**src/sv/spd_pkg.sv**
```systemverilog
// ---------------------------------------------------------------------------
// spd_pkg: shared types, constants and the sine table
// Fixed-point constants, the quarter-wave sine table (built at elaboration)
// and the types passed between the front, the queue and the back end.
// ---------------------------------------------------------------------------
package spd_pkg;

  // Table and scaling constants.
  localparam int SINE_TABLE_DEPTH = 256;
  localparam int DUTY_FULL_SCALE  = 100;

  // Full-turn index width, quarter index width and table entry index width.
  localparam int IDX_W = $clog2(SINE_TABLE_DEPTH) + 2;
  localparam int QTR_W = IDX_W - 2;
  localparam int ENT_W = QTR_W + 1;
  localparam logic [ENT_W-1:0] DEPTH_E = ENT_W'(SINE_TABLE_DEPTH);
  localparam logic [IDX_W-1:0] COS_OFFSET = IDX_W'(SINE_TABLE_DEPTH);

  // Quadrant codes of the full-turn index.
  localparam logic [1:0] QUAD_FIRST  = 2'd0;
  localparam logic [1:0] QUAD_SECOND = 2'd1;
  localparam logic [1:0] QUAD_THIRD  = 2'd2;

  localparam logic [15:0] SUPPLY_RESET   = 16'd40960;
  localparam logic [16:0] SQRT3_HALF_Q16 = 17'd56756;
  localparam logic [63:0] Q30_ONE        = 64'd1073741824;
  localparam logic [63:0] HALF_PI_Q30    = 64'd1686629713;

  // Datapath widths: Park outputs (Q27), phase voltages (Q43), quotient.
  localparam int PARK_W  = 33;
  localparam int PHASE_W = 50;
  localparam int REM_W   = 26;
  localparam int QUO_W   = 7;
  localparam logic [QUO_W-1:0] DUTY_MAX = QUO_W'(DUTY_FULL_SCALE);

  // Queue between front and back end.
  localparam int FIFO_DEPTH = 4;
  localparam int FIFO_PTR_W = $clog2(FIFO_DEPTH);
  localparam int FIFO_CNT_W = $clog2(FIFO_DEPTH + 1);

  // Items held inside the block at most: front stages, queue, back stages.
  localparam int PIPE_CAPACITY = 2 + FIFO_DEPTH + 2 + QUO_W + 1;

  typedef logic [15:0] sine_tbl_t [0:SINE_TABLE_DEPTH];

  // Stator-frame voltages from the inverse Park transform.
  typedef struct packed {
    logic signed [PARK_W-1:0] alpha;
    logic signed [PARK_W-1:0] beta;
  } park_t;

  // One phase in the restoring divider.
  typedef struct packed {
    logic [REM_W-1:0] rem;
    logic [QUO_W-1:0] quo;
    logic             sat;
    logic             zero;
  } phase_div_t;

  // Quarter-wave entry i in Q1.15 from a degree-11 Taylor polynomial in Q30.
  function automatic logic [15:0] quarter_entry(input int unsigned i);
    logic [63:0] x;
    logic [63:0] x2;
    logic [63:0] t;
    logic [63:0] s;
    logic [63:0] q;
    x  = (HALF_PI_Q30 * 64'(i)) / 64'(SINE_TABLE_DEPTH);
    x2 = (x * x) >> 30;
    t  = Q30_ONE;
    t  = Q30_ONE - ((x2 * t) >> 30) / 64'd110;
    t  = Q30_ONE - ((x2 * t) >> 30) / 64'd72;
    t  = Q30_ONE - ((x2 * t) >> 30) / 64'd42;
    t  = Q30_ONE - ((x2 * t) >> 30) / 64'd20;
    t  = Q30_ONE - ((x2 * t) >> 30) / 64'd6;
    s  = (x * t) >> 30;
    q  = (s + 64'd16384) >> 15;
    if (q > 64'd32767) begin
      q = 64'd32767;
    end
    return q[15:0];
  endfunction

  function automatic sine_tbl_t build_sine_tbl();
    sine_tbl_t tbl;
    for (int unsigned i = 0; i <= SINE_TABLE_DEPTH; i++) begin
      tbl[i] = quarter_entry(i);
    end
    return tbl;
  endfunction

  localparam sine_tbl_t SINE_TBL = build_sine_tbl();

  // Signed Q1.15 sine at a full-turn index, by quadrant with mirroring.
  function automatic logic signed [15:0] table_sine(input logic [IDX_W-1:0] p);
    logic [1:0]       quad;
    logic [ENT_W-1:0] r;
    logic [ENT_W-1:0] mr;
    logic [15:0]      e_dir;
    logic [15:0]      e_mir;
    logic [15:0]      res;
    quad  = p[IDX_W-1 -: 2];
    r     = {1'b0, p[QTR_W-1:0]};
    mr    = DEPTH_E - r;
    e_dir = SINE_TBL[r];
    e_mir = SINE_TBL[mr];
    case (quad)
      QUAD_FIRST:  res = e_dir;
      QUAD_SECOND: res = e_mir;
      QUAD_THIRD:  res = -e_dir;
      default:     res = -e_mir;
    endcase
    return $signed(res);
  endfunction

endpackage

```
**src/sv/spd_fifo.sv**
```systemverilog
// ---------------------------------------------------------------------------
// spd_fifo: short queue between front and back end
// Holds Park results so that each side can stall on its own.
// ---------------------------------------------------------------------------
module spd_fifo (
  input  logic           clk,
  input  logic           rst_n,
  input  logic           push,
  input  spd_pkg::park_t push_data,
  output logic           full,
  input  logic           pop,
  output spd_pkg::park_t pop_data,
  output logic           empty
);

  spd_pkg::park_t                   mem_r [0:spd_pkg::FIFO_DEPTH-1];
  logic [spd_pkg::FIFO_PTR_W-1:0]   wr_ptr_r;
  logic [spd_pkg::FIFO_PTR_W-1:0]   rd_ptr_r;
  logic [spd_pkg::FIFO_CNT_W-1:0]   count_r;
  logic [spd_pkg::FIFO_CNT_W-1:0]   count_nxt;

  assign full     = (count_r == spd_pkg::FIFO_CNT_W'(spd_pkg::FIFO_DEPTH));
  assign empty    = (count_r == '0);
  assign pop_data = mem_r[rd_ptr_r];

  // Occupancy follows pushes and pops.
  always_comb begin
    count_nxt = count_r;
    if (push && !pop) begin
      count_nxt = count_r + 1'b1;
    end else if (pop && !push) begin
      count_nxt = count_r - 1'b1;
    end
  end

  always_ff @(posedge clk) begin
    if (!rst_n) begin
      wr_ptr_r <= '0;
      rd_ptr_r <= '0;
      count_r  <= '0;
    end else begin
      count_r <= count_nxt;
      if (push) begin
        wr_ptr_r <= wr_ptr_r + 1'b1;
      end
      if (pop) begin
        rd_ptr_r <= rd_ptr_r + 1'b1;
      end
    end
  end

  // Storage.
  always_ff @(posedge clk) begin
    if (push) begin
      mem_r[wr_ptr_r] <= push_data;
    end
  end

endmodule

```
**config.mk**
```make
export PLATFORM = sky130hd
export DESIGN_NAME = spd_fifo
export DESIGN_NICKNAME = d
export VERILOG_FILES = /design/src/sv/spd_pkg.sv /design/src/sv/spd_fifo.sv
export SDC_FILE = /design/constraint.sdc
export NUM_CORES = 1
export LEC_CHECK = 0
export BUFFER_PORTS_ARGS = -buffer_cell sky130_fd_sc_hd__buf_2
export CAP_MARGIN = 20
export CORE_UTILIZATION = 35
export DETAILED_ROUTE_END_ITERATION = 12
export PLACE_DENSITY = 0.59
export SLEW_MARGIN = 15
export SYNTH_ARGS = -nofsm -noshare
export SYNTH_HDL_FRONTEND = slang
export SYNTH_SLANG_ARGS = --single-unit
```
**constraint.sdc**
```tcl
create_clock -name clk -period 2.52 [get_ports clk]
set_input_delay 0.252 -clock clk [delete_from_list [all_inputs] [get_ports clk]]
set_output_delay 0.252 -clock clk [all_outputs]
set_load 0.05 [all_outputs]
```
==> impl_metrics.py <==
metrics = {
    "layout": {
        "seq_area_sq_um": 8120,
        "drive_above_1_share_pct": 41.6,
        "final_nets": 705,
        "area_growth_pct": 29.1,
        "multiInputGateArea_sq_um": 1750,
        "fin_area_sq_um": 12900,
        "n_fill_cell": 2339,
        "stdcell_count": 1030,
    },
    "clocking": {
        "cts_root_buf": "clkbuf_16",
        "path_clk_slew_ns": 0.06,
        "clk_latency_ns": 0.53,
        "cts_tree": "done",
        "ctsHtreeMaxLevel": 1,
        "cts_made_buffers": 28,
        "cts_buffer_depth": 3,
        "numClockSinks": 273,
    },
    "detailed_routing": {
        "antenna_left": 0,
        "avgViaCountPerCell": 4.63,
        "drt_iter0_drc": 227,
        "dr.pass1.iters": 5,
        "route.detailed.drc": 0,
        "routed_wl_microns": 19000,
        "post_drt_wl_per_cell_microns": 18.5,
        "num_vias": 4771,
    },
    "global_routing": {
        "antenna_found_initial": 2,
        "gr-usage-met2_pct": 23.6,
        "grtUsageMet1_pct": 16.4,
        "overflow": 0,
        "grt_pass1_wl_microns": 29100,
        "grt_max_degree": 35,
        "use_met3_pct": 3.08,
        "grt_usage_pct": 13.4,
        "grt_busiest_layer": "met2",
        "first_global_vias": 5262,
    },
    "floorplanning": {
        "initial_core_util_pct": 35.8,
        "io_pins": 138,
        "rows": 61,
        "design.die.area_sq_um": 29100,
        "die_w_microns": 171,
        "fp.dieH_microns": 171,
        "core_sq_um": 27900,
    },
    "timing": {
        "worst_pin_slew_ns": 0.534,
        "setup_viol": 0,
        "slew_viol_final": 0,
        "period_share_pct": 90.7,
        "period_minus_slack_ns": 2.29,
        "hold_viol_final": 0,
        "fin_tns_setup_ns": 0,
        "finalClockSkew_ns": 0.0149,
        "relSlewSlack_pct": 64.4,
        "rsz0062_at_grt": "no",
        "fmax_ghz": 0.437,
    },
    "setup_path": {
        "cp-start-kind": "register",
        "end_kind": "output pin",
        "critical_path_class": "reg2out",
        "crit_chain": "buf_12 > mux4_2 > buf_2",
        "cpMaxStageDelayCell": "mux4_2",
        "cp_data_required_time_ns": 2.27,
        "max_stage_delay_ns": 0.56,
        "critPathMaxFanout": 15,
        "worst-path-buf-inv": 2,
        "critPathTopFamily": "multiplexers",
        "crit_arrival_ns": 2.03,
    },
    "logic_synthesis": {
        "synth_edf_count": 264,
        "synth_top_area_share_pct": 79.6,
        "ys.flop_type": "edfxtp_1",
        "syn_area_sq_um": 9960,
        "synth_top_family_by_area": "multiplexers",
        "synth_compound_area_share_pct": 0.126,
        "ys_types": 21,
        "syn_nets": 463,
        "synth_warnings": 0,
        "yosysMostFrequentCell": "edfxtp_1",
        "syn_area_per_cell_sq_um": 25.7,
        "ys_async_sr_fraction_pct": 0,
        "yosys.area_share.adder_pct": 0.829,
        "ys_top_cells_by_count": "edfxtp_1, mux4_2, and2_1, dfxtp_1",
        "synth-seq-cells": 273,
        "synthTopCellsByArea": "edfxtp_1, mux4_2, dfxtp_1",
        "synth_simple_gate_area_share_pct": 0.917,
        "synthXorXnorAreaFrac_pct": 0.440,
        "synth_top_area_cell": "edfxtp_1",
        "ys_seq_area_share_pct": 81.4,
        "synth_cells": 387,
        "synth_mux_area_share_pct": 15.1,
    },
    "place": {
        "place_inst": 905,
        "port_buffers": 137,
        "placed_area_sq_um": 11300,
        "hpwl_microns": 11800,
        "place_congestion": 0.730,
    },
    "min_path": {
        "hp-class": "in2reg",
    },
    "run": {
        "cap_violations": 0,
    },
    "power_and_ir_drop": {
        "cellPowerDensity_nw_per_um2": 842,
        "power_leakage_nw": 4.38,
        "peakVddDrop_uv": 580,
    },
    "run_status": {
        "outcome": "complete, no violations",
    },
}
## where the power goes
| part | internal [mW] | switching, mW | total, mW |
|---|---|---|---|
| Clock | 2.34 | 1.60 | 3.94 |
| Sequential | 5.21 | 0.0731 | 5.28 |
| Combinational | 0.553 | 1.05 | 1.61 |
## through the flow
step | setup WS, ns | hold slack [ns] | total power, mW | util [%]
after floorplan | 0.0167 | 0.351 | 6.48 | -
after global placement | 0.604 | 0.461 | 6.87 | 40.4
after detailed placement | 0.607 | 0.467 | 6.92 | 40.4
after CTS | 0.0263 | 0.0101 | 11.0 | 46.0
after global routing | 0.138 | 0.0337 | 11.2 | 46.2
final | 0.233 | 0.0460 | 10.8 | 46.2
## cells in the final DEF, fill, tap and decap left out, types with 3 or more instances in the layout
master / netlist / final
dfxtp_1: 9 / 7
and2_4: 0 / 4
buf_4: 2 / 15
clkbuf_1: 2 / 8
xor2_1: 3 / 3
and2_1: 9 / 5
clkinv_1: 0 / 5
clkinv_2: 0 / 4
ha_1: 5 / 5
buf_12: 0 / 8
mux4_2: 66 / 66
inv_1: 4 / 4
clkinvlp_4: 0 / 3
dlygate4sd3_1: 0 / 66
clkbuf_16: 0 / 29
edfxtp_1: 264 / 264
buf_2: 5 / 137
## flip-flops by register name (all words and copies together) (netlist names), named ones only
signal / cells
count_r: 3
mem_r: 264
rd_ptr_r: 2
wr_ptr_r: 2
## cell families (layout without fill, tap and decap cells)
group                    Yosys count  count (layout)
adder cells (fa/ha/maj)            6               6
flip-flops                       273             273
AO/OA/AOI/OAI                      2               2
AND/OR/NAND/NOR                   15              15
multiplexers                      68              68
XOR/XNOR                           5               5
buffers and inverters             18             282
other                              0               1
## final timing paths
check | startpoint | end | slack (ns) | depth (start not counted)
setup / recovery | register | pop_data[63] | 0.23 | 3
hold / removal | rst_n | wr_ptr_r[1] | 0.05 | 2
setup reg to reg | wr_ptr_r[0] | mem_r[1][51] | 0.78 | 3
hold reg to reg | count_r[2] | count_r[2] | 0.52 | 2
## final cells by class
class | count | share of cell area, %
Antenna cell | 1 | 0.0195
Clock buffer | 38 | 5.98
Clock inverter | 14 | 0.944
Inverter | 4 | 0.117
Multi-Input combinational cell | 96 | 13.6
Sequential cell | 273 | 63.1
Tap cell | 378 | 3.68
Timing Repair Buffer | 226 | 12.6
## layer usage
layer / up-vias / wire length, microns
met4: 2 / 318
met3: 30 / 1090
met5: - / 8
met2: 132 / 9600
li1: 2136 / -
met1: 2471 / 8020
## what timing repair did
item | CTS | global route
endpoints found under the setup margin | 0 | 8
endpoints found under the hold margin | 264 | 0
resized for setup | 0 | 0
hold buffers | 66 | 0
setup buffers | 0 | 6
(Power assumes the default switching activity.)
