===== src/sv/spd_pkg.sv =====
// ---------------------------------------------------------------------------
// spd_pkg: shared types, constants and the sine table
// Fixed-point constants, the quarter-wave sine table (built at elaboration)
// and the types passed between the front, the queue and the back end.
// ---------------------------------------------------------------------------
package spd_pkg;

  // Table and scaling constants.
  localparam int SINE_TABLE_DEPTH = 256;
  localparam int DUTY_FULL_SCALE  = 100;

  // Full-turn index width, quarter index width and table entry index width.
  localparam int IDX_W = $clog2(SINE_TABLE_DEPTH) + 2;
  localparam int QTR_W = IDX_W - 2;
  localparam int ENT_W = QTR_W + 1;
  localparam logic [ENT_W-1:0] DEPTH_E = ENT_W'(SINE_TABLE_DEPTH);
  localparam logic [IDX_W-1:0] COS_OFFSET = IDX_W'(SINE_TABLE_DEPTH);

  // Quadrant codes of the full-turn index.
  localparam logic [1:0] QUAD_FIRST  = 2'd0;
  localparam logic [1:0] QUAD_SECOND = 2'd1;
  localparam logic [1:0] QUAD_THIRD  = 2'd2;

  localparam logic [15:0] SUPPLY_RESET   = 16'd40960;
  localparam logic [16:0] SQRT3_HALF_Q16 = 17'd56756;
  localparam logic [63:0] Q30_ONE        = 64'd1073741824;
  localparam logic [63:0] HALF_PI_Q30    = 64'd1686629713;

  // Datapath widths: Park outputs (Q27), phase voltages (Q43), quotient.
  localparam int PARK_W  = 33;
  localparam int PHASE_W = 50;
  localparam int REM_W   = 26;
  localparam int QUO_W   = 7;
  localparam logic [QUO_W-1:0] DUTY_MAX = QUO_W'(DUTY_FULL_SCALE);

  // Queue between front and back end.
  localparam int FIFO_DEPTH = 4;
  localparam int FIFO_PTR_W = $clog2(FIFO_DEPTH);
  localparam int FIFO_CNT_W = $clog2(FIFO_DEPTH + 1);

  // Items held inside the block at most: front stages, queue, back stages.
  localparam int PIPE_CAPACITY = 2 + FIFO_DEPTH + 2 + QUO_W + 1;

  typedef logic [15:0] sine_tbl_t [0:SINE_TABLE_DEPTH];

  // Stator-frame voltages from the inverse Park transform.
  typedef struct packed {
    logic signed [PARK_W-1:0] alpha;
    logic signed [PARK_W-1:0] beta;
  } park_t;

  // One phase in the restoring divider.
  typedef struct packed {
    logic [REM_W-1:0] rem;
    logic [QUO_W-1:0] quo;
    logic             sat;
    logic             zero;
  } phase_div_t;

  // Quarter-wave entry i in Q1.15 from a degree-11 Taylor polynomial in Q30.
  function automatic logic [15:0] quarter_entry(input int unsigned i);
    logic [63:0] x;
    logic [63:0] x2;
    logic [63:0] t;
    logic [63:0] s;
    logic [63:0] q;
    x  = (HALF_PI_Q30 * 64'(i)) / 64'(SINE_TABLE_DEPTH);
    x2 = (x * x) >> 30;
    t  = Q30_ONE;
    t  = Q30_ONE - ((x2 * t) >> 30) / 64'd110;
    t  = Q30_ONE - ((x2 * t) >> 30) / 64'd72;
    t  = Q30_ONE - ((x2 * t) >> 30) / 64'd42;
    t  = Q30_ONE - ((x2 * t) >> 30) / 64'd20;
    t  = Q30_ONE - ((x2 * t) >> 30) / 64'd6;
    s  = (x * t) >> 30;
    q  = (s + 64'd16384) >> 15;
    if (q > 64'd32767) begin
      q = 64'd32767;
    end
    return q[15:0];
  endfunction

  function automatic sine_tbl_t build_sine_tbl();
    sine_tbl_t tbl;
    for (int unsigned i = 0; i <= SINE_TABLE_DEPTH; i++) begin
      tbl[i] = quarter_entry(i);
    end
    return tbl;
  endfunction

  localparam sine_tbl_t SINE_TBL = build_sine_tbl();

  // Signed Q1.15 sine at a full-turn index, by quadrant with mirroring.
  function automatic logic signed [15:0] table_sine(input logic [IDX_W-1:0] p);
    logic [1:0]       quad;
    logic [ENT_W-1:0] r;
    logic [ENT_W-1:0] mr;
    logic [15:0]      e_dir;
    logic [15:0]      e_mir;
    logic [15:0]      res;
    quad  = p[IDX_W-1 -: 2];
    r     = {1'b0, p[QTR_W-1:0]};
    mr    = DEPTH_E - r;
    e_dir = SINE_TBL[r];
    e_mir = SINE_TBL[mr];
    case (quad)
      QUAD_FIRST:  res = e_dir;
      QUAD_SECOND: res = e_mir;
      QUAD_THIRD:  res = -e_dir;
      default:     res = -e_mir;
    endcase
    return $signed(res);
  endfunction

endpackage


===== src/sv/spd_out_if.sv =====
// ---------------------------------------------------------------------------
// spd_out_if: result channel
// Valid/ready channel that carries the three phase duty values.
// ---------------------------------------------------------------------------
interface spd_out_if;
  logic       valid;
  logic       ready;
  logic [6:0] duty_a;
  logic [6:0] duty_b;
  logic [6:0] duty_c;

  modport source (
    output valid, duty_a, duty_b, duty_c,
    input  ready
  );
  modport sink (
    input  valid, duty_a, duty_b, duty_c,
    output ready
  );
endinterface


===== src/sv/spd_back.sv =====
// ---------------------------------------------------------------------------
// spd_back: inverse Clarke transform and duty scaling
// Forms the three phase voltages, scales them to the supply and finds the
// percent duty with a seven-stage restoring divider, then saturates.
// ---------------------------------------------------------------------------
module spd_back (
  input  logic           clk,
  input  logic           rst_n,
  input  logic [15:0]    supply,
  input  logic           q_empty,
  output logic           q_pop,
  input  spd_pkg::park_t q_data,
  spd_out_if.source      out_if
);

  localparam int PW   = spd_pkg::PHASE_W;
  localparam int RW   = spd_pkg::REM_W;
  localparam int QW   = spd_pkg::QUO_W;
  localparam int XW   = PW + 7;

  logic                        en;

  logic signed [PW-1:0]        a_ext;
  logic signed [PW-1:0]        a_half;
  logic signed [PW-1:0]        b_part;
  logic signed [PW-1:0]        mid;
  logic signed [spd_pkg::PARK_W+17:0] beta_k;
  logic signed [PW-1:0]        u_nxt [0:2];

  logic                        b1_valid_r;
  logic signed [PW-1:0]        u_r [0:2];

  spd_pkg::phase_div_t         st0_nxt [0:2];
  spd_pkg::phase_div_t         st_nxt  [1:QW][0:2];
  spd_pkg::phase_div_t         st_r    [0:QW][0:2];
  logic                        st_valid_r [0:QW];

  logic [RW-1:0]               sat_lim;

  logic                        out_valid_r;
  logic [QW-1:0]               duty_r [0:2];

  // The back end advances whenever the output register is free or taken.
  assign en    = !out_valid_r || out_if.ready;
  assign q_pop = en && !q_empty;

  // Inverse Clarke in Q43, offset by half the supply.
  assign a_ext  = PW'(q_data.alpha);
  assign a_half = a_ext <<< 15;
  assign beta_k = q_data.beta * $signed({1'b0, spd_pkg::SQRT3_HALF_Q16});
  assign b_part = PW'(beta_k);
  assign mid    = $signed({{(PW-46){1'b0}}, supply, 30'b0});

  always_comb begin
    u_nxt[0] = (a_ext <<< 16) + mid;
    u_nxt[1] = b_part - a_half + mid;
    u_nxt[2] = mid - a_half - b_part;
  end

  // Scale by the full-scale count and drop the Q31 fraction of the divisor.
  always_comb begin
    logic signed [XW-1:0] ux;
    logic signed [XW-1:0] u100;
    for (int k = 0; k < 3; k++) begin
      ux              = XW'(u_r[k]);
      u100            = (ux <<< 6) + (ux <<< 5) + (ux <<< 2);
      st0_nxt[k].rem  = u100[RW+30:31];
      st0_nxt[k].quo  = '0;
      st0_nxt[k].sat  = 1'b0;
      st0_nxt[k].zero = u_r[k][PW-1] || (u_r[k] == '0) || (supply == '0);
    end
  end

  // Restoring divider, one quotient bit per stage; the first stage also
  // flags a quotient too large for the divider.
  assign sat_lim = RW'(supply) << QW;

  always_comb begin
    logic [RW-1:0]       dv;
    spd_pkg::phase_div_t cur;
    spd_pkg::phase_div_t nx;
    for (int s = 0; s < QW; s++) begin
      for (int k = 0; k < 3; k++) begin
        dv  = RW'(supply) << (QW - 1 - s);
        cur = st_r[s][k];
        nx  = cur;
        if (cur.rem >= dv) begin
          nx.rem = cur.rem - dv;
          nx.quo = cur.quo | (QW'(1) << (QW - 1 - s));
        end
        if (s == 0) begin
          nx.sat = (cur.rem >= sat_lim);
        end
        st_nxt[s+1][k] = nx;
      end
    end
  end

  // Valid bits of the back-end stages.
  always_ff @(posedge clk) begin
    if (!rst_n) begin
      b1_valid_r  <= 1'b0;
      out_valid_r <= 1'b0;
      for (int s = 0; s <= QW; s++) begin
        st_valid_r[s] <= 1'b0;
      end
    end else if (en) begin
      b1_valid_r    <= !q_empty;
      st_valid_r[0] <= b1_valid_r;
      for (int s = 1; s <= QW; s++) begin
        st_valid_r[s] <= st_valid_r[s-1];
      end
      out_valid_r   <= st_valid_r[QW];
    end
  end

  // Payload of the back-end stages and the saturated duty values.
  always_ff @(posedge clk) begin
    if (en) begin
      for (int k = 0; k < 3; k++) begin
        u_r[k]      <= u_nxt[k];
        st_r[0][k]  <= st0_nxt[k];
        for (int s = 1; s <= QW; s++) begin
          st_r[s][k] <= st_nxt[s][k];
        end
        if (st_r[QW][k].zero) begin
          duty_r[k] <= '0;
        end else if (st_r[QW][k].sat || (st_r[QW][k].quo > spd_pkg::DUTY_MAX)) begin
          duty_r[k] <= spd_pkg::DUTY_MAX;
        end else begin
          duty_r[k] <= st_r[QW][k].quo;
        end
      end
    end
  end

  assign out_if.valid  = out_valid_r;
  assign out_if.duty_a = duty_r[0];
  assign out_if.duty_b = duty_r[1];
  assign out_if.duty_c = duty_r[2];

endmodule


===== src/flat_wrapper.sv =====
// flat-port wrapper written by rule: the top's interface ports become plain ports
module spd_back_flat 
  (clk, rst_n, supply, q_empty, q_pop, q_data, out_if_valid, out_if_duty_a, out_if_duty_b, out_if_duty_c, out_if_ready);
  spd_out_if out_if_i ();
  input  logic clk;
  input  logic rst_n;
  input  logic [15:0] supply;
  input  logic q_empty;
  output logic q_pop;
  input  spd_pkg::park_t q_data;
  output wire logic [$bits(out_if_i.valid)-1:0] out_if_valid;
  output wire logic [$bits(out_if_i.duty_a)-1:0] out_if_duty_a;
  output wire logic [$bits(out_if_i.duty_b)-1:0] out_if_duty_b;
  output wire logic [$bits(out_if_i.duty_c)-1:0] out_if_duty_c;
  input wire logic [$bits(out_if_i.ready)-1:0] out_if_ready;
  assign out_if_valid = out_if_i.valid;
  assign out_if_duty_a = out_if_i.duty_a;
  assign out_if_duty_b = out_if_i.duty_b;
  assign out_if_duty_c = out_if_i.duty_c;
  assign out_if_i.ready = out_if_ready;
  spd_back u_core (.clk(clk), .rst_n(rst_n), .supply(supply), .q_empty(q_empty), .q_pop(q_pop), .q_data(q_data), .out_if(out_if_i));
endmodule

===== config.mk =====
export PLATFORM = sky130hd
export DESIGN_NAME = spd_back_flat
export DESIGN_NICKNAME = d
export VERILOG_FILES = /design/src/sv/spd_pkg.sv /design/src/sv/spd_out_if.sv /design/src/sv/spd_back.sv /design/src/flat_wrapper.sv
export SDC_FILE = /design/constraint.sdc
export NUM_CORES = 2
export LEC_CHECK = 0
export ABC_AREA = 1
export BUFFER_PORTS_ARGS = -buffer_cell sky130_fd_sc_hd__buf_4
export CORE_MARGIN = 2
export CORE_UTILIZATION = 60
export DETAILED_ROUTE_END_ITERATION = 10
export GPL_TIMING_DRIVEN = 1
export PLACE_DENSITY = 0.72
export SYNTH_ARGS = -nofsm -noshare
export SYNTH_HDL_FRONTEND = slang
export SYNTH_SLANG_ARGS = --single-unit

===== constraint.sdc =====
create_clock -name clk -period 24.6 [get_ports clk]
set_input_delay 3.69 -clock clk [delete_from_list [all_inputs] [get_ports clk]]
set_output_delay 3.69 -clock clk [all_outputs]
set_load 0.01 [all_outputs]

==> results.py <==
metrics = {
    "outcome": {
        "run_status": "complete, no violations",
    },
    "yosys": {
        "syn_nets": 11600,
        "async_reset_ff_frac": 0,
        "yosysWarnings": 0,
        "synth-edff-count": 828,
        "synth-seq-area-share": 0.300,
        "ys_seq_elements": 835,
        "syn-cell-area_um2": 83400,
        "avgSynthCellArea_um2": 8.13,
        "synth_ff_type": "edfxtp_1",
        "syn_inst": 10300,
        "ys_types": 72,
    },
    "drt": {
        "drt-pass1-iter-count": 8,
        "drtIter0Drc": 6928,
        "drt_wl_total_um": 255000,
        "ant_nets": 0,
        "wl_per_cell_um": 20.7,
        "vias": 72000,
        "drc": 0,
        "vias_per_cell": 5.85,
    },
    "floorplan": {
        "die_height_um": 377,
        "fp.coreArea_um2": 138000,
        "die_x_um": 377,
        "start_util": 0.606,
        "io_pins": 109,
        "rows": 136,
        "dieArea_um2": 142000,
    },
    "grt": {
        "grt.total_usage": 0.356,
        "grt_max_degree": 178,
        "grt_pass1_wl_um": 391000,
        "gr-total-overflow": 0,
        "grt_pass1_vias": 70400,
        "antenna_found_initial": 18,
    },
    "worst_setup_path": {
        "cp_slowest_stage_delay_ps": 920,
        "critPathSlowestCell": "xor2_1",
        "r2r_setup_slack_ps": 20410,
        "start_kind": "primary input",
        "reg2reg_from": "u_core.out_if.valid",
        "reg2reg_depth": 7,
        "crit_required_ps": 25020,
        "arrival_ps": 11340,
        "timing.rr.end": "u_core.u_r[0][135]",
        "crit_path_end_kind": "flip-flop",
        "crit_fanout": 6,
        "cpLargestDelayFamily": "adder cells",
        "critical_path_class": "primary input to flip-flop",
        "cp.buffers_inverters": 6,
    },
    "layout": {
        "final_common_cell": "nand2_1",
        "layout.nets": 11800,
        "drive_gt1_frac": 0.0617,
        "final_cell_mix": "2036 x nand2_1, 1641 x inv_1, 1022 x nor2_1",
        "syn_to_final_growth_pct": 7.22,
    },
    "clock_network": {
        "cts_max_level": 3,
        "postCtsSetupRepairBufs": 0,
        "clockBufferDepth": 3,
        "cts_buffers": 93,
        "cts_root_buf": "clkbuf_16",
        "cts_resized": 0,
        "cts_sinks": 835,
        "cts_tree": "yes",
        "path_clk_slew_ps": 60,
        "hold_buffers": 0,
        "clk_latency_ps": 720,
    },
    "worst_hold_path": {
        "hp-start": "u_core.st_r[4][7]",
        "min_path_cells": 0,
        "whs_endpoint": "u_core.st_r[5][7]",
        "holdCritPathClass": "flip-flop to flip-flop",
    },
    "sta": {
        "period_share": 0.444,
        "setup_violations": 0,
        "max_slew_margin": 0.228,
        "period_needed_ps": 10920,
        "final_max_slew_viol_count": 0,
        "finClkSkew_ps": 69.1,
        "tightest_slew_ps": 1160,
        "fmax_ghz": 0.0916,
        "tns_ps": 0,
        "whs_ps": 405,
        "grt_setup_unrepaired": "no",
        "finalHoldViolations": 0,
        "setup_slack_ps": 13680,
    },
    "run": {
        "drv_cap": 0,
    },
    "placement": {
        "portBuffers": 108,
        "place_ws_ps": 13160,
        "place.gp.congestion": 1.09,
        "hpwlAfterDp_um": 206000,
    },
}
==> synthesized netlist by cell type (all sizes together) (119+ instances only) <==
library cell / n / area share
xnor2: 192 / 0.020
o21ai: 732 / 0.050
nand2: 2096 / 0.096
a21oi: 776 / 0.049
nor3: 119 / 0.0075
nor2: 1052 / 0.049
ha: 876 / 0.13
edfxtp: 828 / 0.30
nand3: 418 / 0.026
fa: 407 / 0.098
xor2: 306 / 0.032
inv: 1673 / 0.075
nand4: 129 / 0.0098
==> cells by family after synthesis <==
group | after synthesis | share of synthesized area
flops | 835 | 0.300
simple gates | 4014 | 0.204
buf+inv | 1731 | 0.0817
fa+ha+maj | 1283 | 0.229
xor+xnor | 498 | 0.0523
compound gates | 1891 | 0.133
==> how the worst max path moves through the flow <==
stage	depth (start not counted)	slack (ps)	start	endpoint
after floorplan	4	2340	out_if_ready	u_core.st_valid_r[0]
after detailed placement	33	13160	q_data[32]	u_core.u_r[0][99]
after CTS	28	13880	q_data[5]	u_core.u_r[0][89]
after global routing	31	13300	q_data[32]	u_core.u_r[0][98]
final	27	13680	q_data[5]	u_core.u_r[0][99]
after global placement	33	13220	q_data[32]	u_core.u_r[0][99]
==> stage by stage <==
stage	instances	utilization	area (um2)
2_1_floorplan	10300	-	83400
3_3_place_gp	12100	0.626	86200
3_5_place_dp	12100	0.626	86200
4_1_cts	12300	0.649	89400
5_1_grt	12300	0.649	89400
6_report	12300	0.649	89400
==> registers in the layout (all words and copies together) (netlist names) <==
| register | flops |
|---|---|
| u_core.st_valid_r | 8 |
| u_core.st_r | 675 |
| u_core.duty_r | 21 |
| u_core.u_r | 129 |
| u_core.b1_valid_r | 1 |
| u_core.out_if.valid | 1 |
==> layer usage <==
layer  routed length (um)  part of all wire  GRT usage
met5                  128           0.00050          0
met4                15200             0.060      0.182
met3                20600             0.081     0.0651
met2               115000              0.45      0.572
met1               104000              0.41      0.460
==> layout make-up <==
type	instances	area, um2
fillers	11700	48300
clock buffers	116	2490
repair buffers	142	1080
multi-input cells	7686	51600
well taps	1794	2240
inverters	1674	6300
diodes	9	22.5
clock inverters	57	686
flip-flops and latches	835	25000
Power is left out: the tool's default activity adds up to more than one toggle a clock period on the data nets, which glitch-free logic cannot reach.
